## src/design/pib_pkg.sv

```systemverilog
// Shared types, constants and helpers for the point-in-box collision table.
`default_nettype none

package pib_pkg;

  // Table depth, one chain cell per entry.
  localparam int MAX_BOXES = 16;
  localparam int IDX_W     = (MAX_BOXES > 1) ? $clog2(MAX_BOXES) : 1;
  localparam int CNT_W     = $clog2(MAX_BOXES + 1);

  // Fixed result field widths.
  localparam int HIT_IDX_W = 4;
  localparam int COUNT_W   = 5;

  typedef logic [IDX_W-1:0]     idx_t;
  typedef logic [CNT_W-1:0]     cnt_t;
  typedef logic [HIT_IDX_W-1:0] hit_idx_t;
  typedef logic [COUNT_W-1:0]   count_t;

  typedef enum logic [1:0] {
    CMD_CLEAR = 2'd0,
    CMD_LOAD  = 2'd1,
    CMD_QUERY = 2'd2,
    CMD_NOP   = 2'd3
  } cmd_t;

  // One stored box.
  typedef struct packed {
    logic signed [15:0] cx;
    logic signed [15:0] cy;
    logic [14:0]        sx;
    logic [14:0]        sy;
  } box_t;

  // Item traveling down the cell chain.
  typedef struct packed {
    logic  valid;
    cmd_t  cmd;
    box_t  box;     // load: box to store; query: point in cx/cy
    idx_t  tgt;     // load: destination cell
    logic  full;    // load dropped
    cnt_t  count;   // entries held after this item
    logic  hit;
    idx_t  hit_idx;
  } token_t;

  // Low bits of the index, zero-extended when the index is narrow.
  function automatic hit_idx_t to_hit_idx(input idx_t idx);
    logic [IDX_W+HIT_IDX_W-1:0] ext;
    ext = {{HIT_IDX_W{1'b0}}, idx};
    return ext[HIT_IDX_W-1:0];
  endfunction

  function automatic count_t to_count(input cnt_t cnt);
    logic [CNT_W+COUNT_W-1:0] ext;
    ext = {{COUNT_W{1'b0}}, cnt};
    return ext[COUNT_W-1:0];
  endfunction

  // -size <= 2*(point - center) < size
  function automatic logic axis_inside(input logic signed [15:0] p,
                                       input logic signed [15:0] c,
                                       input logic [14:0] s);
    logic signed [16:0] d;
    logic signed [17:0] d2;
    logic signed [17:0] se;
    d  = {p[15], p} - {c[15], c};
    d2 = {d, 1'b0};
    se = {3'b000, s};
    return (-se <= d2) && (d2 < se);
  endfunction

endpackage

`default_nettype wire

```

## src/design/pib_cell.sv

```systemverilog
// One chain cell: holds one box, writes it on its load, tests passing queries.
`default_nettype none

module pib_cell (
  input  wire logic            clk,
  input  wire logic            rst_n,
  input  wire logic            en,
  input  wire pib_pkg::idx_t   cell_idx,
  input  wire pib_pkg::token_t tok_in,
  output pib_pkg::token_t      tok_out
);

  pib_pkg::box_t   box_r;
  pib_pkg::token_t tok_r;
  pib_pkg::token_t tok_nxt;
  logic            wr_en;
  logic            in_use;
  logic            contained;

  assign wr_en  = en && tok_in.valid && (tok_in.cmd == pib_pkg::CMD_LOAD) &&
                  !tok_in.full && (tok_in.tgt == cell_idx);
  assign in_use = pib_pkg::cnt_t'(cell_idx) < tok_in.count;
  assign contained = pib_pkg::axis_inside(tok_in.box.cx, box_r.cx, box_r.sx) &&
                     pib_pkg::axis_inside(tok_in.box.cy, box_r.cy, box_r.sy);

  always_comb begin
    tok_nxt = tok_in;
    if (tok_in.cmd == pib_pkg::CMD_QUERY && !tok_in.hit && in_use && contained) begin
      tok_nxt.hit     = 1'b1;
      tok_nxt.hit_idx = cell_idx;
    end
  end

  always_ff @(posedge clk) begin
    if (wr_en) begin
      box_r <= tok_in.box;
    end
  end

  always_ff @(posedge clk) begin
    if (!rst_n) begin
      tok_r.valid <= 1'b0;
    end else if (en) begin
      tok_r <= tok_nxt;
    end
  end

  assign tok_out = tok_r;

endmodule

`default_nettype wire

```

## src/design/point_in_box_collision_table_unit.sv

```systemverilog
// Top level of the point-in-box collision table: entry logic, cell chain, output stage.
//
// Usage:
//  - Input channel (in_valid/in_ready): one command per transfer. CLEAR empties
//    the table, LOAD appends a box (dropped and flagged with out_table_full
//    when all MAX_BOXES entries are taken), QUERY tests the point in
//    in_pos_x/in_pos_y against the stored boxes, lowest index first.
//  - Output channel (out_valid/out_ready): exactly one result per command,
//    in command order: hit, hit index, count after the command, full flag.
//  - The entry count is updated when a command is taken; every command then
//    walks a chain of MAX_BOXES cells, one cell per cycle unless stalled. Cell k
//    holds box k and is written by its load, or tested by a query, as the item
//    passes. Items stay in order, so a query sees exactly the loads ahead of it.
//  - Throughput: one command per cycle unless stalled; the chain advances as one unit.
//  - Stall: when out_valid is high and out_ready low the whole chain holds
//    and in_ready drops; nothing is lost or repeated.
//  - Reset (rst_n low, synchronous): count cleared, chain and output emptied.
//    Box storage is not cleared; entries beyond the count are never matched.
`default_nettype none

module point_in_box_collision_table_unit (
  input  wire logic        clk,
  input  wire logic        rst_n,
  input  wire logic        in_valid,
  output logic             in_ready,
  input  wire logic [1:0]  in_cmd,
  input  wire logic [15:0] in_pos_x,
  input  wire logic [15:0] in_pos_y,
  input  wire logic [14:0] in_size_x,
  input  wire logic [14:0] in_size_y,
  output logic             out_valid,
  input  wire logic        out_ready,
  output logic             out_hit,
  output logic [3:0]       out_hit_index,
  output logic [4:0]       out_stored_count,
  output logic             out_table_full
);

  // Chain advance: output register empty or being drained.
  logic            adv;
  logic            in_xfer;
  pib_pkg::cnt_t   count_r;
  pib_pkg::cnt_t   count_nxt;
  pib_pkg::token_t entry_tok;
  pib_pkg::token_t tok [0:pib_pkg::MAX_BOXES];
  pib_pkg::token_t out_r;
  logic            out_valid_r;

  assign adv      = !out_valid_r || out_ready;
  assign in_ready = adv;
  assign in_xfer  = in_valid && in_ready;

  // Entry: resolve the count now so loads know their cell and queries their limit.
  always_comb begin
    entry_tok          = '0;
    entry_tok.valid    = in_valid;
    entry_tok.cmd      = pib_pkg::cmd_t'(in_cmd);
    entry_tok.box.cx   = in_pos_x;
    entry_tok.box.cy   = in_pos_y;
    entry_tok.box.sx   = in_size_x;
    entry_tok.box.sy   = in_size_y;
    count_nxt          = count_r;
    unique case (pib_pkg::cmd_t'(in_cmd))
      pib_pkg::CMD_CLEAR: begin
        count_nxt = '0;
      end
      pib_pkg::CMD_LOAD: begin
        if (count_r < pib_pkg::cnt_t'(pib_pkg::MAX_BOXES)) begin
          entry_tok.tgt = pib_pkg::idx_t'(count_r);
          count_nxt     = count_r + pib_pkg::cnt_t'(1);
        end else begin
          entry_tok.full = 1'b1;
        end
      end
      pib_pkg::CMD_QUERY: begin
        count_nxt = count_r;
      end
      pib_pkg::CMD_NOP: begin
        count_nxt = count_r;
      end
      default: begin
        count_nxt = count_r;
      end
    endcase
    entry_tok.count = count_nxt;
  end

  always_ff @(posedge clk) begin
    if (!rst_n) begin
      count_r <= '0;
    end else if (in_xfer) begin
      count_r <= count_nxt;
    end
  end

  assign tok[0] = entry_tok;

  // Cell chain.
  for (genvar k = 0; k < pib_pkg::MAX_BOXES; k++) begin : g_cell
    pib_cell u_cell (
      .clk      (clk),
      .rst_n    (rst_n),
      .en       (adv),
      .cell_idx (pib_pkg::idx_t'(k)),
      .tok_in   (tok[k]),
      .tok_out  (tok[k+1])
    );
  end

  // Output register.
  always_ff @(posedge clk) begin
    if (!rst_n) begin
      out_valid_r <= 1'b0;
    end else if (adv) begin
      out_valid_r <= tok[pib_pkg::MAX_BOXES].valid;
    end
  end

  always_ff @(posedge clk) begin
    if (adv) begin
      out_r <= tok[pib_pkg::MAX_BOXES];
    end
  end

  assign out_valid        = out_valid_r;
  assign out_hit          = out_r.hit;
  assign out_hit_index    = pib_pkg::to_hit_idx(out_r.hit_idx);
  assign out_stored_count = pib_pkg::to_count(out_r.count);
  assign out_table_full   = out_r.full;

  // Count never exceeds the table depth.
  a_count_range: assert property (@(posedge clk) disable iff (!rst_n)
    count_r <= pib_pkg::cnt_t'(pib_pkg::MAX_BOXES))
    else $error("entry count beyond table depth");

  // A clear empties the table at once.
  a_clear: assert property (@(posedge clk) disable iff (!rst_n)
    in_xfer && (in_cmd == pib_pkg::CMD_CLEAR) |=> count_r == '0)
    else $error("clear did not reset count");

  // A hit only names a stored entry.
  a_hit_in_range: assert property (@(posedge clk) disable iff (!rst_n)
    out_valid_r && out_r.hit |-> pib_pkg::cnt_t'(out_r.hit_idx) < out_r.count)
    else $error("hit on entry beyond count");

  // A dropped load is reported only with a full table.
  a_full_flag: assert property (@(posedge clk) disable iff (!rst_n)
    out_valid_r && out_r.full |->
      (out_r.count == pib_pkg::cnt_t'(pib_pkg::MAX_BOXES)) && !out_r.hit)
    else $error("full flag with room left or with a hit");

  // Stall holds the result register.
  a_stall_hold: assert property (@(posedge clk) disable iff (!rst_n)
    out_valid_r && !out_ready |=> out_valid_r && $stable(out_r))
    else $error("result changed under stall");

endmodule

`default_nettype wire

```

## config.mk

```make
export PLATFORM = sky130hd
export DESIGN_NAME = point_in_box_collision_table_unit
export DESIGN_NICKNAME = d
export VERILOG_FILES = /design/src/design/pib_pkg.sv /design/src/design/pib_cell.sv /design/src/design/point_in_box_collision_table_unit.sv
export SDC_FILE = /design/constraint.sdc
export NUM_CORES = 2
export LEC_CHECK = 0
export BUFFER_PORTS_ARGS = -buffer_cell sky130_fd_sc_hd__buf_2
export CAP_MARGIN = 20
export CORE_MARGIN = 5
export CORE_UTILIZATION = 58
export DETAILED_ROUTE_END_ITERATION = 8
export PLACE_DENSITY_LB_ADDON = 0.05
export SKIP_LAST_GASP = 1
export SLEW_MARGIN = 20
export SYNTH_ARGS = -nofsm -noshare
export SYNTH_HDL_FRONTEND = slang
export SYNTH_SLANG_ARGS = --single-unit
export TNS_END_PERCENT = 5
```

## constraint.sdc

```tcl
create_clock -name clk -period 38.3 [get_ports clk]
set_input_delay 7.66 -clock clk [delete_from_list [all_inputs] [get_ports clk]]
set_output_delay 7.66 -clock clk [all_outputs]
set_load 0.1 [all_outputs]
```

==> impl_table.tex <==
\begin{tabular}{lr}
\hline
Metric & Value \\
\hline
\multicolumn{2}{l}{\textbf{Run status}} \\
\quad Run status & finished clean \\
\multicolumn{2}{l}{\textbf{Logic synthesis}} \\
\quad Fraction of the mapped netlist area in compound gates & 0.103 \\
\quad Fraction of the mapped netlist area in simple logic gates & 0.0984 \\
\quad Number of flops mapped to enable cells by yosys & 2184 \\
\quad Synthesized cell area & 0.124 sq mm \\
\quad Post-synth top cells & sky130\_fd\_sc\_hd\_\_edfxtp\_1, sky130\_fd\_sc\_hd\_\_inv\_1, sky130\_fd\_sc\_hd\_\_ha\_1, sky130\_fd\_sc\_hd\_\_xnor2\_1, sky130\_fd\_sc\_hd\_\_nor2\_1 \\
\quad Async set-reset flop share out of synthesis & 0 \\
\quad Xor-xnor portion of the synthesized cell area & 0.0551 \\
\quad Synth Register Bits & 2206 \\
\quad Top cell type by total area after synthesis & sky130\_fd\_sc\_hd\_\_edfxtp\_1 \\
\quad Gate Count Post-Synth & $\sim$11k \\
\quad Post-synthesis net count & 12.2k \\
\quad Fraction of synthesized area in multiplexers & 0.000905 \\
\quad Biggest area contributors in the synthesized netlist & sky130\_fd\_sc\_hd\_\_edfxtp\_1, sky130\_fd\_sc\_hd\_\_ha\_1, sky130\_fd\_sc\_hd\_\_inv\_1, sky130\_fd\_sc\_hd\_\_xnor2\_1, sky130\_fd\_sc\_hd\_\_a21oi\_1 \\
\quad Portion of the post-synthesis area used by sequential elements & 0.531 \\
\quad Number of different library cells in the post-synthesis netlist & 103 \\
\quad Post-synth top area share & 0.527 \\
\quad Synth Area in Adders & 0.162 \\
\quad Warnings, synthesis & 0 \\
\quad Main combinational cell family by area after synthesis & adder cells \\
\quad Mean cell area of the mapped netlist & 11.8 sq um \\
\quad Top FF cell, synth & sky130\_fd\_sc\_hd\_\_edfxtp\_1 \\
\quad Most repeated cell in the gate-level netlist after synthesis & sky130\_fd\_sc\_hd\_\_edfxtp\_1 \\
\multicolumn{2}{l}{\textbf{Pwr}} \\
\quad Peak supply drop & 0.0506 mV \\
\quad Total leakage power & 56.8 nW \\
\quad PD cells & 41.3 mW/mm\^{}2 \\
\quad Switching share of power & 0.238 \\
\quad Fraction of power consumed by combinational cells & 0.097 \\
\quad Reg power frac & 0.500 \\
\quad Clock Power Share & 0.403 \\
\quad Cell internal pwr & 4.29 mW \\
\quad Net switching component of the power & 1.34 mW \\
\multicolumn{2}{l}{\textbf{Die}} \\
\quad Area of the core region & 0.214 sq mm \\
\quad Die height & 473 microns \\
\quad Die area & between 0.2 and 0.25 sq mm \\
\quad Total number of placement rows & between 150 and 200 \\
\quad Chip Width & 473 microns \\
\quad Number of top-level pins & slightly above 80 \\
\quad Starting Density & 0.581 \\
\multicolumn{2}{l}{\textbf{Clock tree}} \\
\quad Clock latency at the later pin of the worst-skew pair & 890 ps \\
\quad Max clock buf depth & 3 \\
\quad CTS Root Buffer Type & sky130\_fd\_sc\_hd\_\_clkbuf\_16 \\
\quad H-tree depth reported by CTS & 4 \\
\quad Clock transition at the registers of the reported paths & 60 ps \\
\quad Hold-fix buffer count after cts & 0 \\
\quad CTS tree & yes \\
\quad Cells resized by post-CTS repair & 0 \\
\quad Number of setup buffers added after CTS & 0 \\
\quad Num CTS Buffers & 232 \\
\quad TritonCTS Sinks & $\sim$2.2k \\
\multicolumn{2}{l}{\textbf{Drt}} \\
\quad Final wirelength & between 200000 and 300000 microns \\
\quad Drt first pass iters & 6 \\
\quad Routed Antenna Nets & 0 \\
\quad Initial detailed-routing violation count & 4617 \\
\quad Total via count after detailed routing & 78.8k \\
\quad Final routed wire length divided by cell count & 19.4 microns \\
\quad Post-detailed-route via-to-cell ratio & 5.66 \\
\quad Residual DRC count & 0 \\
\multicolumn{2}{l}{\textbf{GRT}} \\
\quad Total global-route track usage & 0.241 \\
\quad Pin count of the biggest net entering global routing & 220 \\
\quad Number of global-route vias before repair & 79.6k \\
\quad Initial antenna violation count & 7 \\
\quad GRT Residual Overflow & 0 \\
\quad Wire length of the first global-routing pass & 428000 microns \\
\multicolumn{2}{l}{\textbf{Setup path}} \\
\quad Worst Path Max Fanout & 31 \\
\quad Crit end category & output port \\
\quad Kind of start point of the critical path & primary input \\
\quad CP cell instances & buf\_2, nor2b\_4, buf\_4, inv\_1, buf\_2 \\
\quad Library cell contributing the largest single delay on the critical path & sky130\_fd\_sc\_hd\_\_buf\_4 \\
\quad Data arrival, critical path & 8700 ps \\
\quad Cell type with the highest occurrence count on the critical path & sky130\_fd\_sc\_hd\_\_buf\_2 \\
\quad Type of the setup path with the least slack & in -> out \\
\quad CP max stage delay & slightly above 400 ps \\
\quad CP required & slightly above 30000 ps \\
\multicolumn{2}{l}{\textbf{STA}} \\
\quad Actual slew at the worst max-slew pin & 1140 ps \\
\quad Final critical-path share of the clock period & 0.427 \\
\quad Setup repair after global routing missed its margin & no \\
\quad Final sum of negative setup slack & 0 ps \\
\quad Slew Viols, Final & 0 \\
\quad Worst hold-check slack & roughly 400 ps \\
\quad Remaining max-slew budget at the tightest pin & 0.240 \\
\quad Highest clock frequency the design can meet & 61.1 MHz \\
\quad Crit path time final & 16360 ps \\
\quad Post-route worst setup slack & 21940 ps \\
\quad Total setup violations reported at the end of the flow & 0 \\
\quad Setup skew after layout & roughly 46 ps \\
\quad Fin. Hold Viols & 0 \\
\multicolumn{2}{l}{\textbf{Layout}} \\
\quad Area of all placed cells without fillers & 0.137 sq mm \\
\quad Signed area change from the synthesized netlist to the final layout & 9.82\% \\
\quad Utilization after layout & 0.638 \\
\quad Share of layout cells above drive strength 1 & 0.0508 \\
\quad Final net count & between 10k and 15k \\
\multicolumn{2}{l}{\textbf{Placed design}} \\
\quad DP Area & 0.129 sq mm \\
\quad Worst Setup Slack post-DPL & between 20000 and 25000 ps \\
\quad Final estimated routing congestion in global placement & 0.905 \\
\quad DPL Wire Length & roughly 210000 microns \\
\quad Input/output buffers & 80 \\
\multicolumn{2}{l}{\textbf{Flow run}} \\
\quad Number of violations of the max-capacitance limit & 0 \\
\multicolumn{2}{l}{\textbf{Worst hold path}} \\
\quad Path category of the worst min-delay check & reg -> reg \\
\hline
\end{tabular}
-- stage by stage --
stage,total power [mW],std cells
final,5.64,13900
after global routing,5.88,13900
after CTS,5.70,13900
after detailed placement,3.42,13500
after global placement,3.39,13500
after floorplan,3.30,10500
-- sequential cells by signal, indices dropped and copies added (netlist names) --
register	count
count_r	5
out_hit_index	4
out_valid	1
out_table_full	1
out_stored_count	5
g_cell.u_cell.box_r	992
out_hit	1
g_cell.u_cell.tok_out	1197
-- per-layer routing --
metal	GRT usage	wire length (microns)	up-vias
met5	0	27	-
met4	0.0782	8770	4
met3	0.0277	9430	421
met2	0.436	137000	1445
met1	0.301	115000	38000
li1	-	-	39000
-- placed cells by master (no fill, tap or decap), drive strengths merged, types with 45 or more instances in the layout --
master / count
clkbuf: 289
edfxtp: 2184
and2: 60
ha: 1506
o2111ai: 60
clkinv: 95
nor2b: 175
xnor2: 585
o31a: 55
a21oi: 505
nand4: 200
nor4: 92
a31oi: 45
nor3: 253
nand2b: 168
o211ai: 58
a21o: 271
fa: 64
a211oi: 80
inv: 1644
or2: 46
nand2: 418
o21a: 125
and3: 47
o21ai: 411
nor2: 530
xor2: 197
or3: 66
nand3: 191
buf: 124
-- power groups by stage --
stage	sequential, mW	clock [mW]	combinational [mW]
6_report	2.82	2.27	0.548
5_1_grt	2.83	2.44	0.624
4_1_cts	2.82	2.33	0.548
3_5_place_dp	2.87	0	0.543
3_3_place_gp	2.87	0	0.524
2_1_floorplan	2.90	0	0.402
-- critical path, delay by kind of cell --
| family | cells | cell delay, ps |
|---|---|---|
| buffers and inverters | 4 | 930 |
| AND/OR/NAND/NOR | 1 | 90 |
-- kinds of logic (layout without fill, tap and decap cells) --
group,Yosys count,in the layout
other cells,0,7
flops,2206,2206
buf+inv,1662,2191
simple gates,2375,2375
xor+xnor,782,782
compound gates,1939,1939
mux,11,11
fa+ha+maj,1570,1570
-- cell type report --
class / instances / area (sq um)
Sequential cell: 2206 / 66000
Clock buffer: 289 / 6140
Antenna cell: 7 / 17.5
Inverter: 1636 / 6140
Tap cell: 2838 / 3550
Fill cell: 16400 / 77400
Clock inverter: 141 / 1680
Multi-Input combinational cell: 6677 / 52300
Timing Repair Buffer: 125 / 788
-- final timing paths --
path / startpoint / endpoint / slack (ps) / cells past startpoint
max: out_ready / in_ready / 21940 / 5
min: g_cell[2].u_cell.tok_out[5]$_DFFE_PP_ / g_cell[3].u_cell.tok_out[5]$_DFFE_PP_ / 390 / 0
max reg2reg: g_cell[13].u_cell.tok_out[46]$_DFFE_PP_ / g_cell[14].u_cell.tok_out[0]$_SDFFCE_PP0P_ / 32510 / 17
min reg2reg: g_cell[2].u_cell.tok_out[5]$_DFFE_PP_ / g_cell[3].u_cell.tok_out[5]$_DFFE_PP_ / 390 / 0
Power figures use the tool's default switching activity.
